`src/hdl/cas_pkg.sv`:
```
// Shared types for the collision avoidance steering core.
// Holds datapath op codes, lane groups, register indexes and the
// command/status structs between controller and datapath. No dependencies.
`default_nettype none

package cas_pkg;

    localparam int FRAC_BITS_DEF = 16;
    localparam int CFG_IDX_W     = 1;
    localparam int CFG_DATA_W    = 31;

    localparam logic [CFG_IDX_W-1:0] REG_TARGET_RADIUS = 1'd0;
    localparam logic [CFG_IDX_W-1:0] REG_MAX_ACCEL     = 1'd1;

    localparam logic [30:0] TIME_MAX = 31'h7FFF_FFFF;

    typedef enum logic [3:0] {
        OP_NONE      = 4'd0,
        OP_CAPTURE   = 4'd1,
        OP_MUL       = 4'd2,
        OP_ACC       = 4'd3,
        OP_SQ_START  = 4'd4,
        OP_SQ_STEP   = 4'd5,
        OP_DIV_START = 4'd6,
        OP_DIV_STEP  = 4'd7,
        OP_DECIDE    = 4'd8,
        OP_EMIT      = 4'd9,
        OP_MAG       = 4'd10,
        OP_NORM      = 4'd11,
        OP_STORE     = 4'd12,
        OP_OUT       = 4'd13
    } op_t;

    // operand group of the shared multiplier
    typedef enum logic [2:0] {
        G_DV2 = 3'd0,   // dv_i * dv_i
        G_DP2 = 3'd1,   // dp_i * dp_i
        G_DOT = 3'd2,   // dp_i * dv_i
        G_VT  = 3'd3,   // best_vel_i * best_time
        G_M2  = 3'd4,   // m_i * m_i
        G_MA  = 3'd5,   // m_i * max_accel
        G_ST  = 3'd6    // speed * t
    } grp_t;

    typedef struct packed {
        op_t        op;
        grp_t       grp;
        logic [1:0] lane;
        logic       sq_src_p;   // sqrt of squared distance instead of speed
    } cmd_t;

    typedef struct packed {
        logic act;
        logic last;
        logic ssv_zero;
        logic have_best;
        logic dir_pos;
        logic need_norm;
        logic len_zero;
        logic out_free;
    } sts_t;

endpackage

`default_nettype wire

```
`src/hdl/cas_ctrl.sv`:
```
// Sequencer of the collision avoidance steering core.
// Issues at most one datapath op per cycle, none while it waits for a free output register; uses cas_pkg.
`default_nettype none

module cas_ctrl (
    input  wire logic          clk,
    input  wire logic          rst_n,
    input  wire logic          in_valid,
    output logic               in_ready,
    input  cas_pkg::sts_t      sts,
    output cas_pkg::cmd_t      cmd
);
    import cas_pkg::*;

    typedef enum logic [15:0] {
        S_IDLE      = 16'h0001,
        S_DISP      = 16'h0002,
        S_MUL       = 16'h0004,
        S_ACC       = 16'h0008,
        S_CHK       = 16'h0010,
        S_SQ_START  = 16'h0020,
        S_SQ_RUN    = 16'h0040,
        S_DIV_START = 16'h0080,
        S_DIV_RUN   = 16'h0100,
        S_DECIDE    = 16'h0200,
        S_EMIT      = 16'h0400,
        S_MAG       = 16'h0800,
        S_NORM      = 16'h1000,
        S_LEN_CHK   = 16'h2000,
        S_STORE     = 16'h4000,
        S_OUT       = 16'h8000
    } state_t;

    typedef enum logic [1:0] {
        SQ_SPEED = 2'd0,
        SQ_DIST  = 2'd1,
        SQ_LEN   = 2'd2
    } sq_t;

    state_t     state_reg, state_next;
    grp_t       grp_reg, grp_next;
    logic [1:0] lane_reg, lane_next;
    logic [4:0] cnt_reg, cnt_next;
    sq_t        sq_reg, sq_next;

    always_ff @(posedge clk or negedge rst_n)
    begin
        if (!rst_n)
        begin
            state_reg <= S_IDLE;
            grp_reg   <= G_DV2;
            lane_reg  <= 2'd0;
            cnt_reg   <= 5'd0;
            sq_reg    <= SQ_SPEED;
        end
        else
        begin
            state_reg <= state_next;
            grp_reg   <= grp_next;
            lane_reg  <= lane_next;
            cnt_reg   <= cnt_next;
            sq_reg    <= sq_next;
        end
    end

    assign in_ready = (state_reg == S_IDLE);

    always_comb
    begin
        state_next   = state_reg;
        grp_next     = grp_reg;
        lane_next    = lane_reg;
        cnt_next     = cnt_reg;
        sq_next      = sq_reg;
        cmd.op       = OP_NONE;
        cmd.grp      = grp_reg;
        cmd.lane     = lane_reg;
        cmd.sq_src_p = (sq_reg == SQ_DIST);
        case (state_reg)
            S_IDLE:
            begin
                if (in_valid)
                begin
                    cmd.op     = OP_CAPTURE;
                    state_next = S_DISP;
                end
            end
            S_DISP:
            begin
                grp_next   = G_DV2;
                lane_next  = 2'd0;
                state_next = sts.act ? S_MUL : S_IDLE;
            end
            S_MUL:
            begin
                cmd.op     = OP_MUL;
                state_next = S_ACC;
            end
            S_ACC:
            begin
                cmd.op = OP_ACC;
                case (grp_reg)
                    G_MA:    state_next = S_DIV_START;
                    G_ST:    state_next = S_DECIDE;
                    default:
                    begin
                        if (lane_reg != 2'd2)
                        begin
                            lane_next  = lane_reg + 2'd1;
                            state_next = S_MUL;
                        end
                        else
                        begin
                            lane_next = 2'd0;
                            case (grp_reg)
                                G_DV2:
                                begin
                                    grp_next   = G_DP2;
                                    state_next = S_MUL;
                                end
                                G_DP2:
                                begin
                                    grp_next   = G_DOT;
                                    state_next = S_MUL;
                                end
                                G_DOT:   state_next = S_CHK;
                                G_VT:    state_next = S_MAG;
                                default:
                                begin
                                    sq_next    = SQ_LEN;
                                    state_next = S_SQ_START;
                                end
                            endcase
                        end
                    end
                endcase
            end
            S_CHK:
            begin
                sq_next = SQ_SPEED;
                if (sts.ssv_zero)
                    state_next = sts.last ? S_EMIT : S_IDLE;
                else
                    state_next = S_SQ_START;
            end
            S_SQ_START:
            begin
                cmd.op     = OP_SQ_START;
                cnt_next   = 5'd0;
                state_next = S_SQ_RUN;
            end
            S_SQ_RUN:
            begin
                cmd.op   = OP_SQ_STEP;
                cnt_next = cnt_reg + 5'd1;
                if (cnt_reg == 5'd31)
                begin
                    case (sq_reg)
                        SQ_SPEED:
                        begin
                            sq_next    = SQ_DIST;
                            state_next = S_SQ_START;
                        end
                        SQ_DIST: state_next = S_DIV_START;
                        default: state_next = S_LEN_CHK;
                    endcase
                end
            end
            S_DIV_START:
            begin
                cmd.op     = OP_DIV_START;
                cnt_next   = 5'd0;
                state_next = S_DIV_RUN;
            end
            S_DIV_RUN:
            begin
                cmd.op   = OP_DIV_STEP;
                cnt_next = cnt_reg + 5'd1;
                if (cnt_reg == 5'd30)
                begin
                    if (grp_reg == G_MA)
                        state_next = S_STORE;
                    else
                    begin
                        grp_next   = G_ST;
                        state_next = S_MUL;
                    end
                end
            end
            S_DECIDE:
            begin
                cmd.op     = OP_DECIDE;
                state_next = sts.last ? S_EMIT : S_IDLE;
            end
            S_EMIT:
            begin
                cmd.op    = OP_EMIT;
                grp_next  = G_VT;
                lane_next = 2'd0;
                if (!sts.have_best)
                    state_next = S_OUT;
                else if (sts.dir_pos)
                    state_next = S_MAG;
                else
                    state_next = S_MUL;
            end
            S_MAG:
            begin
                cmd.op     = OP_MAG;
                state_next = S_NORM;
            end
            S_NORM:
            begin
                if (sts.need_norm)
                    cmd.op = OP_NORM;
                else
                begin
                    grp_next   = G_M2;
                    lane_next  = 2'd0;
                    state_next = S_MUL;
                end
            end
            S_LEN_CHK:
            begin
                grp_next   = G_MA;
                lane_next  = 2'd0;
                state_next = sts.len_zero ? S_OUT : S_MUL;
            end
            S_STORE:
            begin
                cmd.op = OP_STORE;
                if (lane_reg == 2'd2)
                    state_next = S_OUT;
                else
                begin
                    lane_next  = lane_reg + 2'd1;
                    state_next = S_MUL;
                end
            end
            S_OUT:
            begin
                if (sts.out_free)
                begin
                    cmd.op     = OP_OUT;
                    state_next = S_IDLE;
                end
            end
            default: state_next = S_IDLE;
        endcase
    end

endmodule

`default_nettype wire

```
`config.mk`:
```
export PLATFORM = sky130hd
export DESIGN_NAME = cas_ctrl
export DESIGN_NICKNAME = d
export VERILOG_FILES = /design/src/hdl/cas_pkg.sv /design/src/hdl/cas_ctrl.sv
export SDC_FILE = /design/constraint.sdc
export NUM_CORES = 1
export LEC_CHECK = 0
export BUFFER_PORTS_ARGS = -buffer_cell sky130_fd_sc_hd__buf_2
export CAP_MARGIN = 20
export CORE_MARGIN = 5
export CORE_UTILIZATION = 40
export DETAILED_ROUTE_END_ITERATION = 8
export PLACE_DENSITY_LB_ADDON = 0.25
export SETUP_SLACK_MARGIN = 0.2
export SLEW_MARGIN = 20
export SYNTH_ARGS = -nofsm -noshare
export SYNTH_HDL_FRONTEND = slang
export SYNTH_SLANG_ARGS = --single-unit
```
`constraint.sdc`:
```
create_clock -name clk -period 3.1 [get_ports clk]
set_input_delay 0.31 -clock clk [delete_from_list [all_inputs] [get_ports clk]]
set_output_delay 0.31 -clock clk [all_outputs]
set_load 0.05 [all_outputs]
```
* Yosys cells after proc, flatten, opt, wreduce, memory -nomap -nowiden
Cells that the tools add are included.
** Storage, ports and cells
- Flip-flop bits (word level) :: 28
- Bits in latches :: 0
- RAM bits :: 0
- Bits in read-only memories :: 0
- Bits of input ports :: 11
- Output and inout port bits :: 11
- Memories :: 0
** Cells by class
- Add/subtract/negate cells :: 2
- Multipliers :: 0
- Div/mod/pow operators :: 0
- $lt $le $gt $ge :: 0
- Eq/ne operators :: 38
- Shifts and indexed selects :: 0
- Muxes and demuxes :: 41
- Bitwise gates (word level) :: 0
- Reduce and logical (&&, ||, !) cells :: 16
** Operators by type and width (number)
- one-hot mux 16 bit (16 select lines) :: 1
- 2-to-1 mux 16 bit :: 8
- one-hot mux 4 bit (13 select lines) :: 1
- one-hot mux 12 bit (3 select lines) :: 1
- one-hot mux 14 bit (2 select lines) :: 1
- 2-to-1 mux 12 bit :: 2
- != test 2 bit, second input constant :: 12
- one-hot mux 12 bit (2 select lines) :: 1
- 2-to-1 mux 11 bit :: 2
- 2-to-1 mux 2 bit :: 9
- 2-to-1 mux 3 bit :: 6
- one-hot mux 3 bit (6 select lines) :: 1
- equality test 16 x 1 -> 1 bit, second input constant :: 1
- equality test 16 x 10 -> 1 bit, second input constant :: 1
- equality test 16 x 11 -> 1 bit, second input constant :: 1
- equality test 16 x 12 -> 1 bit, second input constant :: 1
- equality test 16 x 13 -> 1 bit, second input constant :: 1
- equality test 16 x 14 -> 1 bit, second input constant :: 1
- equality test 16 x 15 -> 1 bit, second input constant :: 1
- equality test 16 bit, second input constant :: 1
- equality test 16 x 2 -> 1 bit, second input constant :: 1
- equality test 16 x 3 -> 1 bit, second input constant :: 1
- equality test 16 x 4 -> 1 bit, second input constant :: 1
- equality test 16 x 5 -> 1 bit, second input constant :: 1
- 33 further kinds :: 40

* Depth between registers and ports, before layout
- Depth after elaboration :: 6
- Mapped depth :: 9
- Mapped depth without buffers :: 8

* Least setup slack after synthesis
No wires, ideal clock.
- Path kind :: flip-flop to output port
- From :: reg state_reg[9]
- To :: out cmd[8] in the netlist's numbering
- Data arrival time :: 2.416 ns
- Setup slack :: 0.374 ns
- Stages on the path, launching flop included :: 7
- Cell sequence :: dfrtp_1 > clkbuf_2 > nor4_4 > and3_1 > buf_4 > nand2_1 > o21ai_0
** RTL lines
- start, declared :: RTL line cas_ctrl.sv:40 : state_t state_reg, state_next;
- start signal, assigned :: RTL line cas_ctrl.sv:58 : state_reg <= state_next;
- end, declared :: RTL line cas_ctrl.sv:11 : output cas_pkg::cmd_t cmd

==> impl_metrics.csv <==
group,metric,value,unit
status,outcome,"finished, final reports clean",
logic_synthesis,synthDominantCellAreaShare,31.12,%
clocking,cts.sinks,28,
route,wl_met2,2.760,mm
placed_design,gp_congestion,0.8962,
logic_synthesis,synth.avg_cell_area,8.897,µm²
timing,finalHoldViolations,0,
power,total_power,1.290,mW
placed_design,dp_hpwl,4.631,mm
critical_path,critical_path_arrival,2400,ps
power,powerDensity,531.8,nW/µm²
cells_and_area,num-fill-cells,530,
route,wl_met3,468,µm
logic_synthesis,ys_ff_latch,28,
placed_design,port_buffers,21,
timing,fin_crit_sh,87.52,%
logic_synthesis,synth-edff-count,0,
power,leakagePower,1.122,nW
flow_run,cap_violations,0,
placed_design,post-place-ws,666.0,ps
logic_synthesis,synth_nets,261,
clocking,cts_max_level,1,
cells_and_area,layout-drive-gt1-share,21.80,%
clocking,holdBufCountCts,0,
critical_path,end_kind,"output port",
floorplan,die_h,83.67,µm
worst_hold_path,hold_class,"in2async",
clocking,cts_buffer_depth,2,
route,m1WireLength,2.769,mm
timing,fmax,0.3686,GHz
logic_synthesis,postSynth.asyncResetShare,100.0,%
logic_synthesis,synth_top_area_cell,"dfrtp_1",
route,num_vias,2085,
floorplan,core,5205,µm²
timing,finClkSkew,8.270,ps
power,ir_drop,0.0003626,V
floorplan,initial_utilization,41.71,%
route,wl_per_cell,18.13,µm
critical_path,worst_path_largest_cell_delay,520,ps
floorplan,ios,22,
cells_and_area,n_antenna_cell,0,
logic_synthesis,ys.flop_type,"dfrtp_1",
timing,setup_viol,0,
global_route,globalRouteTotalUtil,17.70,%
global_route,grt_pass1_wl,10.23,mm
logic_synthesis,syn_area,2171,µm²
timing,min_period,2713,ps
clocking,path_clk_slew,110,ps
logic_synthesis,ys_seq_area_share,32.33,%
logic_synthesis,synth.area.top_cells,"dfrtp_1 31%, nor2_1 4.0%, o21ai_0 3.9%, nor4_4 3.9%, nand4_1 3.7%",
critical_path,cp_common_cell,"and3_1",
global_route,antenna_found_initial,0,
global_route,grt_overflow,0,
clocking,cts_setup_buffers,0,
critical_path,crit_path_max_fanout,9,
timing,slew_headroom,57.92,%
logic_synthesis,ys_warn_count,0,
timing,tightest_slew,631.1,ps
global_route,grt_pass1_vias,1976,
timing,fin_hold_ws,27.08,ps
timing,rsz0062_at_grt,"no",
route,wl,6.090,mm
clocking,clock-root-buffer,"clkbuf_8",
route,postRouteAntennaNets,0,
clocking,clk_latency,290,ps
route,vias_per_cell,6.205,
route,drc,0,
critical_path,required,2790,ps
cells_and_area,area_growth,11.76,%
critical_path,slowest_stage,"dfrtp_1",
route,drt_iter0_drc,202,
cells_and_area,final_nets,284,
route,dr.pass1.iters,5,
critical_path,critPathLaunchType,"register",
floorplan,die_area,7001,µm²
cells_and_area,largest_reg_flops,16,
global_route,grt_start_max_net_pins,29,
floorplan,rows,26,
timing,tns,0,ps
timing,drv_slew,0,
route,top_layer_used,"met4",
floorplan,die_w,83.67,µm
critical_path,path_cells,"nor4_4, and3_1, and3_1, buf_4, nor2b_1, nand4bb_1, buf_2",
clocking,cts_tree,"done",
critical_path,path_class,"reg2out",
logic_synthesis,yosysUniqueCellTypes,61,
logic_synthesis,netlist_instances,244,
timing,setup_slack,387.0,ps
clocking,numCtsBuffers,3,
-- cell families (layout without fill, tap and decap cells) --
group / count (synthesis) / count (layout) / synth area share, %
adder cells (fa/ha/maj): 6 / 6 / 3.458
multiplexers: 3 / 3 / 1.556
buffers and inverters: 23 / 45 / 5.706
flip-flops: 28 / 28 / 32.33
AND/OR/NAND/NOR: 122 / 122 / 36.60
AO/OA/AOI/OAI: 59 / 59 / 19.14
XOR/XNOR: 3 / 3 / 1.211
-- where the power goes --
group / internal (mW) / total (mW) / switching [mW]
clock network: 0.173 / 0.303 / 0.130
logic: 0.198 / 0.536 / 0.338
registers: 0.403 / 0.451 / 0.0480
total: 0.774 / 1.29 / 0.516
-- layout by cell type, fill, tap and decap left out, types with 9 or more instances in the layout --
cell type,n
buf_4,10
o21ai_0,17
dfrtp_1,27
inv_1,10
buf_2,21
nand2_1,21
nor4b_1,9
nand4_1,13
nor2_1,22
-- cell type report --
type	count	area [µm²]	share of cell area, %
tap	70	87.58	3.610
clock buffer	3	41.29	1.702
clock inverter	1	30.03	1.238
sequential	28	701.9	28.93
inverter	10	37.54	1.547
timing repair buffer	31	180.2	7.427
multi-input combinational	193	1348	55.54
-- path summary, 6_finish.rpt --
| path | start | end | slack (ps) | cells past startpoint |
|---|---|---|---|---|
| worst min-delay path | rst_n | state_reg[8] | 30 | 1 |
| worst max register to register | state_reg[12] | state_reg[13] | 630 | 7 |
| max in group asynchronous | rst_n | state_reg[13] | 2660 | 1 |
| min in group clk | sts[6] | state_reg[10] | 270 | 2 |
| worst max-delay path | state_reg[9] | cmd[6] | 390 | 7 |
| worst min register to register | cnt_reg[3] | cnt_reg[3] | 520 | 1 |
-- Yosys cell counts (3+ instances only) --
master   count
nor4b_1      9
nand3_1      6
nand4_1     13
buf_2        4
buf_4        4
nor4_4       4
o21ai_0     17
a22oi_1      3
nor3_1       8
dfrtp_1     27
nor2_1      23
o22ai_1      3
nand2_1     21
mux2_2       3
o32a_1       3
and3_1       7
ha_1         6
a21oi_1      7
nor2b_1      8
inv_1       10
a31oi_1      6
-- metal layers --
metal  GRT usage (%)  vias up
li1                -      982
met2           27.19      108
met3           3.653       10
met1           25.35      985
met4           4.386        0
met5               0        -
-- what timing repair did --
item	4_1_cts	5_1_grt
endpoints found under the hold margin	0	0
gates resized for setup	0	1
endpoints found under the setup margin	0	1
-- worst max-delay path, delay by kind of cell, from the launching register on --
family	cells	cell delay [ps]
buffers and inverters	2	420
flip-flops	1	520
AND/OR/NAND/NOR	5	1180
-- per-stage QoR --
step / instances / util [%] / cell area [µm²]
2_1_floorplan: 244 / - / 2171
3_5_place_dp: 332 / 45.19 / 2352
6_report: 336 / 46.61 / 2426
4_1_cts: 336 / 46.56 / 2424
3_3_place_gp: 332 / 45.19 / 2352
5_1_grt: 336 / 46.61 / 2426
Note: power is estimated with default switching activity, not from simulation.
